==> src/rtl/core/apph_pkg.sv <==
// ----------------------------------------------------------------------------
// apph_pkg
// shared types, codes and the packet type lookup for the header parser
// ----------------------------------------------------------------------------
package apph_pkg;

   typedef struct packed {
      logic       kind;
      logic [7:0] rx_byte;
   } req_type;

   typedef struct packed {
      logic       payload_valid;
      logic [6:0] payload_byte;
      logic       packet_done;
      logic [7:0] from_node;
      logic [7:0] to_node;
      logic [7:0] next_talker;
      logic [3:0] packet_type;
      logic       error_valid;
      logic [3:0] error_code;
   } rsp_type;

   typedef enum logic {
      CSR_NODE_BOUND  = 1'b0,
      CSR_FIELD_LIMIT = 1'b1
   } csr_index_type;

   typedef struct packed {
      logic          valid;
      csr_index_type index;
      logic [7:0]    data;
   } csr_wr_type;

   typedef enum logic [2:0] {
      CLS_SOH   = 3'd0,
      CLS_DIGIT = 3'd1,
      CLS_ALPHA = 3'd2,
      CLS_EQUAL = 3'd3,
      CLS_EOS   = 3'd4,
      CLS_JUNK  = 3'd5,
      CLS_WS    = 3'd6
   } cls_type;

   typedef enum logic [3:0] {
      ST_LISTEN  = 4'd0,
      ST_START   = 4'd1,
      ST_FROM    = 4'd2,
      ST_ENDFROM = 4'd3,
      ST_TO      = 4'd4,
      ST_ENDTO   = 4'd5,
      ST_NEXT    = 4'd6,
      ST_ENDNEXT = 4'd7,
      ST_TYPE    = 4'd8,
      ST_VALUE   = 4'd9,
      ST_PAYLOAD = 4'd10
   } state_type;

   typedef enum logic [3:0] {
      ERR_OVERRUN   = 4'd0,
      ERR_TIMEOUT   = 4'd1,
      ERR_BAD_START = 4'd2,
      ERR_BAD_FROM  = 4'd3,
      ERR_BAD_TO    = 4'd4,
      ERR_BAD_NEXT  = 4'd5,
      ERR_BAD_TYPE  = 4'd6,
      ERR_BAD_VALUE = 4'd7,
      ERR_INV_FROM  = 4'd8,
      ERR_INV_TO    = 4'd9,
      ERR_INV_NEXT  = 4'd10,
      ERR_INV_TYPE  = 4'd11
   } err_code_type;

   localparam logic [3:0] PKT_INVALID = 4'd0;
   localparam logic [3:0] PKT_TALK    = 4'd1;
   localparam logic [3:0] PKT_DATA    = 4'd2;
   localparam logic [3:0] PKT_ACK     = 4'd3;
   localparam logic [3:0] PKT_BACK    = 4'd4;
   localparam logic [3:0] PKT_QUERY   = 4'd5;
   localparam logic [3:0] PKT_NODEID  = 4'd6;
   localparam logic [3:0] PKT_CONFIG  = 4'd7;
   localparam logic [3:0] PKT_PING    = 4'd8;
   localparam logic [3:0] PKT_START   = 4'd9;
   localparam logic [3:0] PKT_HUSH    = 4'd10;
   localparam logic [3:0] PKT_RESEND  = 4'd11;
   localparam logic [3:0] PKT_END     = 4'd12;

   localparam logic [7:0] NODE_BOUND_RESET  = 8'd255;
   localparam logic [7:0] FIELD_LIMIT_RESET = 8'd64;
   localparam logic [6:0] CHAR_MASK         = 7'h7F;

   // letter position within its case group selects the type
   function automatic logic [3:0] type_lookup(input logic [4:0] pos);
      logic [3:0] t;
      unique case (pos)
         5'd1:    t = PKT_ACK;
         5'd2:    t = PKT_BACK;
         5'd3:    t = PKT_CONFIG;
         5'd4:    t = PKT_DATA;
         5'd5:    t = PKT_END;
         5'd8:    t = PKT_HUSH;
         5'd14:   t = PKT_NODEID;
         5'd16:   t = PKT_PING;
         5'd17:   t = PKT_QUERY;
         5'd18:   t = PKT_RESEND;
         5'd19:   t = PKT_START;
         5'd20:   t = PKT_TALK;
         default: t = PKT_INVALID;
      endcase
      return t;
   endfunction

endpackage

==> src/rtl/core/ascii_packet_header_parser_core.sv <==
// ----------------------------------------------------------------------------
// ascii_packet_header_parser_core
// parses an ascii packet header and streams its payload, one character a request
// ----------------------------------------------------------------------------
// usage
//   req channel: one request per received character (kind 0) or per receive
//   timeout tick (kind 1); bit 7 of rx_byte is ignored
//   rsp channel: exactly one status result per request, in order, with the
//   payload character, packet completion, last node numbers, packet type and
//   any error raised by that request
//   csr channel: index 0 node_bound, index 1 field_limit; always ready, write
//   only while no request is in flight
//   path: an accepted request is held in the input register, then stepped
//   through the parser into the result register once that register can take
//   it; throughput is one request per cycle while rsp_ready keeps up, set by
//   the loop through the parser state registers
//   reset: parser returns to listen, node and type registers clear, node_bound
//   goes to 255 and field_limit to 64
//   stall: while rsp_ready is low the result register holds and the input
//   register takes one more request before req_ready drops
// ----------------------------------------------------------------------------
module ascii_packet_header_parser_core
   import apph_pkg::*;
(
   input  logic          clock,
   input  logic          reset,
   input  logic          req_valid,
   output logic          req_ready,
   input  req_type       req_payload,
   output logic          rsp_valid,
   input  logic          rsp_ready,
   output rsp_type       rsp_payload,
   input  logic          csr_valid,
   output logic          csr_ready,
   input  csr_index_type csr_index,
   input  logic [7:0]    csr_wdata
);

   req_type    in_ff;
   logic       in_valid_ff;
   rsp_type    rsp_ff;
   logic       rsp_valid_ff;
   logic       advance;
   cls_type    char_cls;
   rsp_type    rsp_next;
   csr_wr_type csr_wr;

   assign advance   = in_valid_ff && (!rsp_valid_ff || rsp_ready);
   assign req_ready = !in_valid_ff || advance;
   assign csr_ready = 1'b1;

   assign csr_wr.valid = csr_valid;
   assign csr_wr.index = csr_index;
   assign csr_wr.data  = csr_wdata;

   apph_classify u_classify (
      .char_code (in_ff.rx_byte[6:0]),
      .char_cls  (char_cls)
   );

   apph_step u_step (
      .clock      (clock),
      .reset      (reset),
      .csr_wr     (csr_wr),
      .step_valid (advance),
      .kind       (in_ff.kind),
      .char_code  (in_ff.rx_byte[6:0]),
      .char_cls   (char_cls),
      .rsp_next   (rsp_next)
   );

   always_ff @(posedge clock) begin
      if (reset) begin
         in_valid_ff  <= 1'b0;
         rsp_valid_ff <= 1'b0;
      end else begin
         if (req_ready) begin
            in_valid_ff <= req_valid;
         end
         if (advance) begin
            rsp_valid_ff <= 1'b1;
         end else if (rsp_ready) begin
            rsp_valid_ff <= 1'b0;
         end
      end
   end

   always_ff @(posedge clock) begin
      if (req_valid && req_ready) begin
         in_ff <= req_payload;
      end
      if (advance) begin
         rsp_ff <= rsp_next;
      end
   end

   assign rsp_valid   = rsp_valid_ff;
   assign rsp_payload = rsp_ff;

   a_req_loaded: assert property (@(posedge clock) disable iff (reset)
      req_valid && req_ready |=> in_valid_ff)
      else $error("accepted request not held in input register");

   a_in_hold: assert property (@(posedge clock) disable iff (reset)
      in_valid_ff && !advance |=> in_valid_ff && $stable(in_ff))
      else $error("stalled request lost from input register");

   a_step_fills: assert property (@(posedge clock) disable iff (reset)
      advance |=> rsp_valid_ff)
      else $error("processed request produced no result");

   a_pv_excl: assert property (@(posedge clock) disable iff (reset)
      rsp_valid_ff && rsp_ff.payload_valid |->
         !rsp_ff.error_valid && !rsp_ff.packet_done)
      else $error("payload byte flagged together with error or done");

   a_err_code: assert property (@(posedge clock) disable iff (reset)
      rsp_valid_ff && !rsp_ff.error_valid |-> rsp_ff.error_code == ERR_OVERRUN)
      else $error("error code set without error");

endmodule

==> src/rtl/core/apph_classify.sv <==
// ----------------------------------------------------------------------------
// apph_classify
// sorts a masked 7-bit character into its lexical class
// ----------------------------------------------------------------------------
module apph_classify
   import apph_pkg::*;
(
   input  logic [6:0] char_code,
   output cls_type    char_cls
);

   always_comb begin
      priority if (char_code == 7'h01 || char_code == 7'h21) begin
         char_cls = CLS_SOH;
      end else if (char_code == 7'h00 || char_code == 7'h0A || char_code == 7'h0D ||
                   char_code == 7'h3B) begin
         char_cls = CLS_EOS;
      end else if (char_code == 7'h09 || char_code == 7'h20) begin
         char_cls = CLS_WS;
      end else if (char_code >= 7'h30 && char_code <= 7'h39) begin
         char_cls = CLS_DIGIT;
      end else if ((char_code >= 7'h41 && char_code <= 7'h5A) ||
                   (char_code >= 7'h61 && char_code <= 7'h7A)) begin
         char_cls = CLS_ALPHA;
      end else if (char_code == 7'h3D) begin
         char_cls = CLS_EQUAL;
      end else begin
         char_cls = CLS_JUNK;
      end
   end

endmodule

==> src/rtl/core/apph_step.sv <==
// ----------------------------------------------------------------------------
// apph_step
// parser state, configuration registers and the per-character table step
// ----------------------------------------------------------------------------
module apph_step
   import apph_pkg::*;
(
   input  logic       clock,
   input  logic       reset,
   input  csr_wr_type csr_wr,
   input  logic       step_valid,
   input  logic       kind,
   input  logic [6:0] char_code,
   input  cls_type    char_cls,
   output rsp_type    rsp_next
);

   logic [7:0] node_bound_ff, field_limit_ff;
   state_type  st_ff, st_in;
   logic [7:0] cnt_ff, cnt_in;
   logic [7:0] acc_ff, acc_in;
   logic [6:0] tch_ff, tch_in;
   logic [7:0] from_ff, from_in;
   logic [7:0] to_ff, to_in;
   logic [7:0] talker_ff, talker_in;
   logic [3:0] typ_ff, typ_in;

   logic [7:0]   sv_cnt;
   logic         sv_over;
   logic [11:0]  sv_prod;
   logic [7:0]   sv_acc;
   logic [3:0]   lookup;
   logic         save, err, pv, done;
   state_type    save_st;
   err_code_type code;

   // save-character arithmetic
   assign sv_cnt  = (cnt_ff == 8'd255) ? cnt_ff : cnt_ff + 8'd1;
   assign sv_over = sv_cnt > field_limit_ff;
   assign sv_prod = {1'b0, acc_ff, 3'b000} + {3'b000, acc_ff, 1'b0} +
                    {8'd0, char_code[3:0]};
   assign sv_acc  = (sv_prod > 12'd255) ? 8'd255 : sv_prod[7:0];
   assign lookup  = type_lookup(tch_ff[4:0]);

   always_comb begin
      st_in     = st_ff;
      cnt_in    = cnt_ff;
      acc_in    = acc_ff;
      tch_in    = tch_ff;
      from_in   = from_ff;
      to_in     = to_ff;
      talker_in = talker_ff;
      typ_in    = typ_ff;
      save      = 1'b0;
      save_st   = ST_LISTEN;
      err       = 1'b0;
      code      = ERR_OVERRUN;
      pv        = 1'b0;
      done      = 1'b0;
      if (kind) begin
         if (st_ff != ST_LISTEN) begin
            err  = 1'b1;
            code = ERR_TIMEOUT;
         end
      end else if (char_cls == CLS_SOH && st_ff != ST_PAYLOAD) begin
         cnt_in = 8'd0;
         acc_in = 8'd0;
         tch_in = 7'd0;
         st_in  = ST_START;
      end else begin
         unique case (st_ff)
            ST_LISTEN: begin
               st_in = ST_LISTEN;
            end
            ST_START: begin
               if (char_cls == CLS_DIGIT) begin
                  save = 1'b1; save_st = ST_FROM;
               end else if (char_cls == CLS_ALPHA) begin
                  save = 1'b1; save_st = ST_TYPE;
               end else if (char_cls != CLS_WS) begin
                  err = 1'b1; code = ERR_BAD_START;
               end
            end
            ST_FROM: begin
               if (char_cls == CLS_DIGIT) begin
                  save = 1'b1; save_st = ST_FROM;
               end else if (char_cls == CLS_WS) begin
                  if (acc_ff >= node_bound_ff) begin
                     err = 1'b1; code = ERR_INV_FROM;
                  end else begin
                     from_in = acc_ff;
                     cnt_in = 8'd0; acc_in = 8'd0; tch_in = 7'd0;
                     st_in = ST_ENDFROM;
                  end
               end else begin
                  err = 1'b1; code = ERR_BAD_FROM;
               end
            end
            ST_ENDFROM: begin
               if (char_cls == CLS_DIGIT) begin
                  save = 1'b1; save_st = ST_TO;
               end else if (char_cls != CLS_WS) begin
                  err = 1'b1; code = ERR_BAD_TO;
               end
            end
            ST_TO: begin
               if (char_cls == CLS_DIGIT) begin
                  save = 1'b1; save_st = ST_TO;
               end else if (char_cls == CLS_WS) begin
                  if (acc_ff >= node_bound_ff) begin
                     err = 1'b1; code = ERR_INV_TO;
                  end else begin
                     to_in = acc_ff;
                     cnt_in = 8'd0; acc_in = 8'd0; tch_in = 7'd0;
                     st_in = ST_ENDTO;
                  end
               end else begin
                  err = 1'b1; code = ERR_BAD_TO;
               end
            end
            ST_ENDTO: begin
               if (char_cls == CLS_DIGIT) begin
                  save = 1'b1; save_st = ST_NEXT;
               end else if (char_cls == CLS_ALPHA) begin
                  save = 1'b1; save_st = ST_TYPE;
               end else if (char_cls != CLS_WS) begin
                  err = 1'b1; code = ERR_BAD_NEXT;
               end
            end
            ST_NEXT: begin
               if (char_cls == CLS_DIGIT) begin
                  save = 1'b1; save_st = ST_NEXT;
               end else if (char_cls == CLS_WS) begin
                  if (acc_ff >= node_bound_ff) begin
                     err = 1'b1; code = ERR_INV_NEXT;
                  end else begin
                     talker_in = acc_ff;
                     cnt_in = 8'd0; acc_in = 8'd0; tch_in = 7'd0;
                     st_in = ST_ENDNEXT;
                  end
               end else begin
                  err = 1'b1; code = ERR_BAD_NEXT;
               end
            end
            ST_ENDNEXT: begin
               if (char_cls == CLS_ALPHA) begin
                  save = 1'b1; save_st = ST_TYPE;
               end else if (char_cls != CLS_WS) begin
                  err = 1'b1; code = ERR_BAD_TYPE;
               end
            end
            ST_TYPE: begin
               if (char_cls == CLS_ALPHA) begin
                  save = 1'b1; save_st = ST_TYPE;
               end else if (char_cls == CLS_EQUAL || char_cls == CLS_WS) begin
                  typ_in = lookup;
                  if (lookup == PKT_INVALID) begin
                     err = 1'b1; code = ERR_INV_TYPE;
                  end else begin
                     cnt_in = 8'd0; acc_in = 8'd0; tch_in = 7'd0;
                     st_in = (char_cls == CLS_EQUAL) ? ST_VALUE : ST_PAYLOAD;
                  end
               end else begin
                  err = 1'b1; code = ERR_BAD_TYPE;
               end
            end
            ST_VALUE: begin
               if (char_cls == CLS_DIGIT || char_cls == CLS_ALPHA) begin
                  save = 1'b1; save_st = ST_VALUE;
               end else if (char_cls == CLS_WS) begin
                  cnt_in = 8'd0; acc_in = 8'd0; tch_in = 7'd0;
                  st_in = ST_PAYLOAD;
               end else begin
                  err = 1'b1; code = ERR_BAD_VALUE;
               end
            end
            ST_PAYLOAD: begin
               if (char_cls == CLS_EOS) begin
                  done  = 1'b1;
                  st_in = ST_LISTEN;
               end else begin
                  save = 1'b1; save_st = ST_PAYLOAD;
               end
            end
            default: begin
               st_in = ST_LISTEN;
            end
         endcase
      end
      if (save) begin
         cnt_in = sv_cnt;
         if (sv_over) begin
            err  = 1'b1;
            code = ERR_OVERRUN;
         end else begin
            if (sv_cnt == 8'd1) begin
               tch_in = char_code;
            end
            if (char_cls == CLS_DIGIT) begin
               acc_in = sv_acc;
            end
            st_in = save_st;
            pv    = (st_ff == ST_PAYLOAD);
         end
      end
      if (err) begin
         st_in = ST_LISTEN;
      end
   end

   always_comb begin
      rsp_next.payload_valid = pv;
      rsp_next.payload_byte  = pv ? (char_code & CHAR_MASK) : 7'd0;
      rsp_next.packet_done   = done;
      rsp_next.from_node     = from_in;
      rsp_next.to_node       = to_in;
      rsp_next.next_talker   = talker_in;
      rsp_next.packet_type   = typ_in;
      rsp_next.error_valid   = err;
      rsp_next.error_code    = err ? code : ERR_OVERRUN;
   end

   always_ff @(posedge clock) begin
      if (reset) begin
         node_bound_ff  <= NODE_BOUND_RESET;
         field_limit_ff <= FIELD_LIMIT_RESET;
      end else if (csr_wr.valid) begin
         unique case (csr_wr.index)
            CSR_NODE_BOUND:  node_bound_ff  <= csr_wr.data;
            CSR_FIELD_LIMIT: field_limit_ff <= csr_wr.data;
            default:         node_bound_ff  <= node_bound_ff;
         endcase
      end
   end

   always_ff @(posedge clock) begin
      if (reset) begin
         st_ff     <= ST_LISTEN;
         cnt_ff    <= 8'd0;
         acc_ff    <= 8'd0;
         tch_ff    <= 7'd0;
         from_ff   <= 8'd0;
         to_ff     <= 8'd0;
         talker_ff <= 8'd0;
         typ_ff    <= PKT_INVALID;
      end else if (step_valid) begin
         st_ff     <= st_in;
         cnt_ff    <= cnt_in;
         acc_ff    <= acc_in;
         tch_ff    <= tch_in;
         from_ff   <= from_in;
         to_ff     <= to_in;
         talker_ff <= talker_in;
         typ_ff    <= typ_in;
      end
   end

endmodule

==> config.mk <==
export PLATFORM = sky130hd
export DESIGN_NAME = ascii_packet_header_parser_core
export DESIGN_NICKNAME = d
export VERILOG_FILES = /design/src/rtl/core/apph_pkg.sv /design/src/rtl/core/ascii_packet_header_parser_core.sv /design/src/rtl/core/apph_classify.sv /design/src/rtl/core/apph_step.sv
export SDC_FILE = /design/constraint.sdc
export NUM_CORES = 1
export LEC_CHECK = 0
export BUFFER_PORTS_ARGS = -buffer_cell sky130_fd_sc_hd__buf_2
export CELL_PAD_IN_SITES_DETAIL_PLACEMENT = 0
export CELL_PAD_IN_SITES_GLOBAL_PLACEMENT = 2
export CORE_MARGIN = 1.5
export CORE_UTILIZATION = 40
export DETAILED_ROUTE_END_ITERATION = 7
export GPL_TIMING_DRIVEN = 0
export PLACE_DENSITY = 0.93
export SLEW_MARGIN = 20
export SYNTH_ARGS = -nofsm -noshare
export SYNTH_HDL_FRONTEND = slang
export SYNTH_HIERARCHICAL = 1
export SYNTH_SLANG_ARGS = --single-unit
==> constraint.sdc <==
create_clock -name clock -period 9.6 [get_ports clock]
set_input_delay 0.48 -clock clock [delete_from_list [all_inputs] [get_ports clock]]
set_output_delay 0.48 -clock clock [all_outputs]
set_load 0.1 [all_outputs]
# Word level (Yosys, flattened, before mapping)
# Memories as Yosys holds them, arrays and structs flattened. A register that Yosys moved wholly into a read port is not among the register bits.
# Cells that the tools add are included.
# classes
add_sub_neg	3
order_cmp	9
n_eq_ne	36
n_mux	167
bitwise_logic	2
reduce_logical	34
# op_table
op	n
2-to-1 mux 8 bit	44
2-to-1 mux 4 bit	55
2-to-1 mux 7 bit	13
case mux 8 bit (3 select lines)	2
2-to-1 mux 3 bit	12
case mux 4 bit (9 select lines)	1
case mux 4 bit (8 select lines)	1
2-to-1 mux 1 bit	30
== test 7 x 6 -> 1 bit, second input constant	4
case mux 4 bit (7 select lines)	1
== test 7 x 4 -> 1 bit, second input constant	3
case mux 7 bit (3 select lines)	1
inequality test 4 x 2 -> 1 bit, second input constant	5
== test 4 x 3 -> 1 bit, second input constant	4
greater-or-equal comparator 7 bit, second input constant	2
less-or-equal comparator 7 bit, second input constant	2
adder 11 x 9 -> 12 bit	1
adder 12 x 4 -> 12 bit	1
== test 4 bit, second input constant	3
> comparator 12 x 8 -> 1 bit, second input constant	1
inequality test 4 x 1 -> 1 bit, second input constant	3
AND reduction 11 bit	1
logical OR 1 bit	10
2-to-1 mux 5 bit	2
other kinds (32)	49
# totals
ff_bits	123
romBits	128
in_bits	23
output_inout_bits	45
elab_cells	275
mem_count	1
# mem_list
memory	depth	word_bits	read_ports	rd_clocked_by_memory_dff	wr	line	source
(name not given)	32	4	1	1	0	apph_pkg.sv:95	unique case (pos)

# Logic depth before layout (Yosys ltp)
# Gate-level depths: netlist (run 1).
# logic_depth
word_depth	20
mapped_depth	16
ltp_nobuf	14

# Modules after synthesis
# The synthesis (run 1) kept the hierarchy.
# by_module_without_submodules
mod	n_inst	cells_each	area_per_inst_um2	seq_area_each_um2
apph_step	1	690	5190.0	1461.4
ascii_packet_header_parser_core	1	62	1616.6	1541.5
apph_classify	1	27	167.7	0.0

# Worst setup path after synthesis (run 1)
# Ideal clock, no wire load.
# synth_timing
kind	flip-flop to flip-flop
start	reg in_ff[3] (netlist bit)
end	reg, netlist name u_step/lookup[1]
setup_ns	0.120
t_arrival_ns	3.986
required_ns	9.480
setup_slack_ns	5.494
path_stages_with_launch	13
n_path_buf	0
synth_period_minus_slack_ns	4.106
path_cell_list	edfxtp_1 > or4_4 > o221ai_2 > o31ai_1 > a31o_1 > nor3b_2 > a21oi_1 > nor4_1 > o21ai_1 > nor4_1 > mux2i_1 > and4bb_2 > a211o_1
# synth_between
elab_chain_len	20
word_cells_on_any_way	61
cone_classes	order compare: 6; eq/ne: 13; mux: 28; reduce/logical: 14
# synth_lines
item	line	source
from (decl)	ascii_packet_header_parser_core.sv:39	req_type in_ff;
from (signal assigned)	ascii_packet_header_parser_core.sv:90	in_ff <= req_payload;
greater-or-equal comparator 7 bit, or another cell as far along	apph_classify.sv:22	end else if ((char_code >= 7'h41 && char_code <= 7'h5A) ||
logical AND 1 bit, on equally long branches	apph_classify.sv:22, apph_classify.sv:23	
logical OR 1 bit	apph_classify.sv:22	
2-to-1 mux 3 bit	apph_classify.sv:22	
2-to-1 mux 3 bit	apph_classify.sv:20	end else if (char_code >= 7'h30 && char_code <= 7'h39) begin
2-to-1 mux 3 bit	apph_classify.sv:18	end else if (char_code == 7'h09 || char_code == 7'h20) begin
2-to-1 mux 3 bit	apph_classify.sv:15	end else if (char_code == 7'h00 || char_code == 7'h0A || char_code == 7'h0D ||
2-to-1 mux 3 bit *	apph_classify.sv:13	priority if (char_code == 7'h01 || char_code == 7'h21) begin
named net char_cls[1]	ascii_packet_header_parser_core.sv:44	cls_type char_cls;
[3 not listed]	-	
2-to-1 mux 7 bit	apph_step.sv:153	if (char_cls == CLS_ALPHA) begin
case mux 7 bit (3 select lines)	apph_step.sv:71	unique case (st_ff)
2-to-1 mux 7 bit	apph_step.sv:65	end else if (char_cls == CLS_SOH && st_ff != ST_PAYLOAD) begin
2-to-1 mux 7 bit	apph_step.sv:60	if (kind) begin
2-to-1 mux 7 bit	apph_step.sv:196	if (sv_cnt == 8'd1) begin
2-to-1 mux 7 bit	apph_step.sv:192	if (sv_over) begin
2-to-1 mux 7 bit *	apph_step.sv:190	if (save) begin
2-to-1 mux 5 bit (no source line) * (2 in a row)	-	
# Mark *: on every way through the listed nets, which the timed path passes. The rest lies on a longest branch.
# A chain may end at the register's enable or synchronous reset.

# Final worst setup path (run 1)
# layout_timing
start	reg in_ff[3] (netlist bit)
end	reg, netlist name u_step/lookup[2]
# layout_between
elab_chain_len	20
word_cells_on_any_way	61
cone_classes	order compare: 6; eq/ne: 13; mux: 28; reduce/logical: 14
# layout_lines
item	line
greater-or-equal comparator 7 bit, or another cell as far along	apph_classify.sv:22
logical AND 1 bit, on equally long branches	apph_classify.sv:22, apph_classify.sv:23
logical OR 1 bit	apph_classify.sv:22
2-to-1 mux 3 bit	apph_classify.sv:22
2-to-1 mux 3 bit	apph_classify.sv:20
2-to-1 mux 3 bit	apph_classify.sv:18
2-to-1 mux 3 bit	apph_classify.sv:15
2-to-1 mux 3 bit *	apph_classify.sv:13
named net char_cls[1]	ascii_packet_header_parser_core.sv:44
[3 not listed]	-
2-to-1 mux 7 bit	apph_step.sv:153
case mux 7 bit (3 select lines)	apph_step.sv:71
2-to-1 mux 7 bit	apph_step.sv:65
2-to-1 mux 7 bit	apph_step.sv:60
2-to-1 mux 7 bit	apph_step.sv:196
2-to-1 mux 7 bit	apph_step.sv:192
2-to-1 mux 7 bit *	apph_step.sv:190
2-to-1 mux 5 bit (no source line) * (2 in a row)	-
# Marks and branches as above.

==> reports/metrics.cfg, run 1 <==
[global_route]
grt_pass1_wl_um=29600
grt_pass1_vias=5629
grt_max_degree=45
grt_usage_pct=21.0
antenna_found_initial=0
overflow=0

[synthesis]
synth_xor_xnor_area_share_pct=1.26
synth_edf_count=50
synth_cells=779
synth-warning-count=6
synthDistinctLibCells=77
muxShareOfSynthArea_pct=6.17
syn_area_per_cell_um2=8.95
synth_top_family_by_area=simple AND/OR/NAND/NOR gates
synth-async-reset-ratio_pct=0
syn-num-nets=836
synth-simple-area-share_pct=23.2
synthAdderAreaFrac_pct=6.32
synth_area_um2=6970
synth_ff_type=dfxtp_1
synth-compound-area-share_pct=15.3
ys_seq_area_share_pct=43.1
ys_ff_latch=125

[sta]
grt_setup_unrepaired=no
max_freq_mhz=191
setup-violations-final=0
min_period_ps=5220
fin_skew_ps=8.70
worstMarginPinSlew_ps=1030
final-max-slew-violation-count=0
hold_viol_final=0
min_period_over_period_pct=54.4
slew_headroom_pct=30.8
fin_setup_tns_ps=0

[setup_path]
start_kind=flip-flop
critPathRequiredTime_ps=9940
cp.arrival_ps=5560
critical_path_class=flip-flop to flip-flop
critPathMaxFanout=11
critical_path.endpoint_type=flip-flop

[clock_network]
cts.repair.resized=0
postCtsSetupBuffers=0
cts_max_path_buffers=2
cts_root_buf=clkbuf_16
hold_buffers=0
clock_sinks=125
cts_made_buffers=17
tritoncts=built
clk_pin_slew_ps=60
insertion_delay_ps=420
h-tree-depth=4

[die]
ios=68
core_area_um2=17200
num_rows=48
dieWidth_um=135
die_y_um=135
dieArea_um2=18200
floorplan.initialDensity_pct=40.6

[finish]
antennaDiodeCount=0
final_area_um2=8140
final_common_cell=nor2_1
fin_nets=918
fin_util_pct=47.4
instances_no_fill=1099
layout_common_cells=nor2_1, dfxtp_1, nand2_1
layout-area-overhead-vs-synth_pct=16.7
final_layout_size_suffix_gt1_share_pct=17.2

[drt]
drt-vias-per-instance=5.47
ant_nets=0
dr.pass1.iters=5
drc_errors=0
drtIter0Drc=551
via_count=6014
wire_per_inst_um=16.8
routed_wl_um=18400

[placed_design]
dp.cells=1067
hpwl_um=13000
dpl_cell_area_um2=7570
place.gp.congestion=0.878
io_buffers=63

[pwr]
p_switching_w=0.000388
internal-power_w=0.000966
p_per_area_nw_per_um2=166
pwr-share-seq_pct=42.9
leakagePower_nw=3.26
ir_drop_v=0.000120
swShare_pct=28.7
combPwrFrac_pct=11.3
clockPowerShare_pct=45.8

[hold_path]
worstHoldPathType=primary input to flip-flop

[run]
cap_violations=0

[outcome]
outcome=finished, final reports clean

## cell type report
type / count / area [um^2]
fillers: 1703 / 9040
multi-input cells: 574 / 3650
flip-flops and latches: 125 / 3000
clock buffers: 18 / 429
repair buffers: 63 / 315
well taps: 225 / 282
plain buffers: 46 / 199
clock inverters: 14 / 135
inverters: 34 / 128
## worst max-delay path: stages, from the launching register on
cell and delay, ps:
edfxtp_1 600, or4_4 600, o221ai_2 180, o31ai_1 120, a31o_1 270, nor3b_2 630
a21oi_1 160, nor4_1 450, o21ai_1 290, nor4_1 460, mux2i_1 710, xnor2_1 140
or3_1 320, a31oi_1 190
## cell usage after synthesis, types with 3 or more instances
cell	count	area share (%)
ha_1	32	5.7
edfxtp_1	50	22
nand3_1	44	3.2
nor4_2	3	0.54
xnor2_1	7	0.88
nand2b_1	7	0.63
or4_1	4	0.43
and3_1	9	0.81
a21oi_1	71	5.1
mux2i_1	10	1.4
a21o_1	4	0.43
o21a_1	8	0.86
o21ai_0	37	2.7
nand3b_1	5	0.54
and2_1	5	0.45
nor2b_1	9	0.81
a221o_1	3	0.43
dfxtp_1	75	22
a211oi_1	3	0.32
mux2_2	28	4.5
and4_1	3	0.38
nor3_1	29	2.1
a31oi_1	4	0.36
buf_1	3	0.16
nor3b_1	5	0.54
o211ai_1	10	1.1
nand4_1	8	0.72
a21boi_0	3	0.32
buf_4	4	0.43
nor2_1	82	4.4
xor2_1	3	0.38
clkbuf_1	35	1.9
inv_1	33	1.8
nand2_1	72	3.9
nor4_1	6	0.54
or2_2	5	0.45
or3_1	8	0.72
## layer usage
layer,GRT usage [%],part of all wire [%],vias to the layer above
li1,-,-,2994
met2,33.2,45,160
met1,28.6,48,2835
met5,0,0,-
met3,4.54,5.2,25
met4,6.75,1.7,0
## sequential cells by signal, indices dropped and copies added, names as in the netlist, 4 cells and up
register,cells
u_step/acc_ff,8
u_step/st_ff,4
u_step/lookup,4
u_step/cnt_ff,8
u_step/node_bound_ff,8
u_step/talker_ff,8
u_step/to_ff,8
u_step/field_limit_ff,8
rsp_payload,42
u_step/tch_ff,5
in_ff,8
u_step/from_ff,8
u_step/typ_ff,4
## path summary, 6_finish.rpt
kind | startpoint | endpoint | slack [ps] | cells past startpoint
setup / recovery | in_ff[3] | u_step/lookup[2] | 4380 | 13
hold reg to reg | u_step/field_limit_ff[5] | u_step/field_limit_ff[5] | 450 | 2
hold / removal | req_payload[1] | in_ff[1] | 240 | 1
setup reg to reg | in_ff[3] | u_step/lookup[2] | 4380 | 13
## power groups by stage
| stage | Sequential [W] | Combinational, W | Clock, W |
|---|---|---|---|
| finish | 0.000581 | 0.000153 | 0.000621 |
| global route | 0.000583 | 0.000165 | 0.000657 |
| CTS | 0.000581 | 0.000153 | 0.000634 |
| detailed placement | 0.000592 | 0.000152 | 0 |
| global placement | 0.000592 | 0.000152 | 0 |
| floorplan | 0.000646 | 0.0000632 | 0 |
## logic make-up after synthesis
kind of cell / after synthesis
AOI/OAI and AO/OA: 172
DFF: 125
muxes: 39
buffers and inverters: 80
adders and majority gates: 34
other: 1
xor gates and xnor gates: 10
and+or+nand+nor: 318
## metrics by stage
| step | hold slack [ps] | setup slack, ps | power (W) |
|---|---|---|---|
| after floorplan | 434 | 5490 | 0.000709 |
| after global placement | 442 | 4480 | 0.000744 |
| after detailed placement | 447 | 4490 | 0.000744 |
| after CTS | 222 | 4460 | 0.00137 |
| after global routing | 225 | 4080 | 0.00140 |
| final | 237 | 4380 | 0.00135 |
Note: power is estimated with default switching activity, not from simulation.
==> run 2: changes to the inputs <==
--- a/config.mk
+++ b/config.mk
@@ -9,10 +9,10 @@
 export CELL_PAD_IN_SITES_DETAIL_PLACEMENT = 0
 export CELL_PAD_IN_SITES_GLOBAL_PLACEMENT = 2
 export CORE_MARGIN = 1.5
-export CORE_UTILIZATION = 40
+export CORE_UTILIZATION = 33
 export DETAILED_ROUTE_END_ITERATION = 7
 export GPL_TIMING_DRIVEN = 0
-export PLACE_DENSITY = 0.93
+export PLACE_DENSITY = 0.83
 export SLEW_MARGIN = 20
 export SYNTH_ARGS = -nofsm -noshare
 export SYNTH_HDL_FRONTEND = slang
==> constraint.sdc (replaced) <==
create_clock -name clock -period 4.8 [get_ports clock]
set_input_delay 0.24 -clock clock [delete_from_list [all_inputs] [get_ports clock]]
set_output_delay 0.24 -clock clock [all_outputs]
set_load 0.1 [all_outputs]
==> run 2 against run 1 <==
  * Die area up 21%
  * Combinational power up 110%
  * Flip-flop and latch count unchanged
  * Clock power up 110%
  * Clock-buffer cell count up 2
  * Fmax up 17%
  * Non-clock buffer count up 12
  * Total power up 110%
  * Sequential share of layout area down 1.1 points
  * Clock skew up 0.66 ps
  * Sequential power up 100%
  * Global-route usage down 2.8 points
  * Critical endpoint is now u_step/from_ff[2]
  * Largest power group unchanged
==> reports/metrics.cfg, run 2 (synthesis results as in run 1) <==
[setup_path]
cp.arrival_ps=4750  ; -810 ps
critPathMaxFanout=10  ; -1
critPathRequiredTime_ps=5080  ; -4860 ps
critical_path.endpoint_type=flip-flop
start_kind=flip-flop
critical_path_class=flip-flop to flip-flop

[drt]
drtIter0Drc=424  ; -23%
dr.pass1.iters=5  ; unchanged
wire_per_inst_um=16.7  ; -0.27%
via_count=6043  ; +0.48%
ant_nets=0  ; unchanged
drt-vias-per-instance=5.23  ; -4.5%
routed_wl_um=19300  ; +4.9%
drc_errors=0  ; unchanged

[clock_network]
h-tree-depth=4  ; unchanged
clock_sinks=125  ; unchanged
cts_max_path_buffers=2  ; unchanged
insertion_delay_ps=420  ; about the same
clk_pin_slew_ps=60  ; about the same
cts_made_buffers=17  ; unchanged
cts_root_buf=clkbuf_16
tritoncts=built

[finish]
largest_reg_flops=42  ; unchanged
fin_util_pct=40.9  ; -6.5 points
final_layout_size_suffix_gt1_share_pct=18.6  ; +1.5 points
fin_nets=930  ; +1.3%
final_common_cell=nor2_1
instances_no_fill=1156  ; +5.2%
layout_common_cells=nor2_1, dfxtp_1, nand2_1
antennaDiodeCount=0  ; unchanged
layout-area-overhead-vs-synth_pct=20.1
final_area_um2=8380  ; +3.0%

[sta]
final-max-slew-violation-count=0  ; unchanged
worstMarginPinSlew_ps=1020  ; -11.1 ps
hold_viol_final=0  ; unchanged
grt_setup_unrepaired=no
fin_skew_ps=9.36  ; +0.660 ps
max_freq_mhz=224  ; +17%
hold-worst-slack_ps=13.6  ; -223 ps
slew_headroom_pct=31.5  ; +0.75 points
fin_setup_tns_ps=0  ; unchanged
min_period_over_period_pct=93.0  ; +39 points
setup-violations-final=0  ; unchanged
min_period_ps=4460  ; -761 ps

[pwr]
leakagePower_nw=3.35  ; +2.9%
ir_drop_v=0.000194  ; +62%
p_per_area_nw_per_um2=333  ; +100%

[die]
num_rows=52  ; +8.3%
die_y_um=148  ; +9.9%
dieArea_um2=22000  ; +21%
floorplan.initialDensity_pct=34.0  ; -6.6 points
ios=68  ; unchanged
dieWidth_um=148  ; +9.9%
core_area_um2=20500  ; +19%

[placed_design]
hpwl_um=13500  ; +4.2%
dpl_cell_area_um2=7630  ; +0.74%
dp.cells=1112  ; +4.2%
place.gp.congestion=0.834  ; -5.0%
io_buffers=63  ; unchanged

[outcome]
outcome=finished, final reports clean

[global_route]
grt_pass1_vias=5795  ; +2.9%
grt_max_degree=45  ; unchanged
grt_pass1_wl_um=31200  ; +5.4%
overflow=0  ; unchanged
grt_usage_pct=18.2  ; -2.8 points
antenna_found_initial=0  ; unchanged

[run]
cap_violations=0  ; unchanged

[hold_path]
worstHoldPathType=primary input to flip-flop

-- run 2: layout make-up --
class	instances	area [um^2]
plain buffers	46	201
clock buffers	20	468
clock inverters	12	124
fillers	2071	12100
inverters	34	128
multi-input cells	574	3690
flip-flops and latches	125	3000
well taps	270	338
repair buffers	75	420
-- run 2: final timing paths --
path,from,to,slack (ps),depth (start not counted)
worst max-delay path,in_ff[2],u_step/from_ff[2],340,14
worst min-delay path,req_payload[8],in_ff[8],10,1
worst max register to register,in_ff[2],u_step/from_ff[2],340,14
worst min register to register,u_step/field_limit_ff[4],u_step/field_limit_ff[4],450,2
-- run 2: per-layer routing --
| metal | wire length [um] | global-route usage (%) | vias to the layer above |
|---|---|---|---|
| li1 | - | - | 3011 |
| met1 | 9630 | 25.3 | 2868 |
| met2 | 8760 | 28.9 | 153 |
| met3 | 816 | 4.26 | 11 |
| met4 | 138 | 3.86 | 0 |
| met5 | 0 | 0 | - |
-- run 2: repair_timing --
item / 4_1_cts / 5_1_grt
hold buffers: 4 / 2
buffers inserted: 0 / 6
pin swaps: 0 / 1
hold endpoints to repair: 4 / 2
resized for setup: 5 / 7
setup endpoints to repair: 28 / 26
-- run 2: where the power goes --
part           switching (W)  leakage [nW]  internal (W)
sequential         0.0000201          1.09       0.00114
combinational       0.000244          1.97     0.0000765
clock               0.000533         0.292      0.000773
total               0.000797          3.35       0.00199
-- run 2: stage by stage --
stage	setup slack (ps)	total power [W]
after global routing	22.7	0.00289
after global placement	-380	0.00149
final	338	0.00279
after detailed placement	-318	0.00149
after CTS	7.39	0.00281
after floorplan	694	0.00142
-- run 2: worst max-delay path, stage by stage, from the launching register on --
cell      delay, ps
edfxtp_1        560
or4_4           550
o221ai_2        200
o41ai_1         110
a21oi_1         280
clkbuf_2        300
nor3_2          150
a21oi_4         260
nand4_1         240
or3_1           450
clkbuf_1        290
or2_2           350
clkbuf_1        280
mux2i_1         240
nor2_1           60
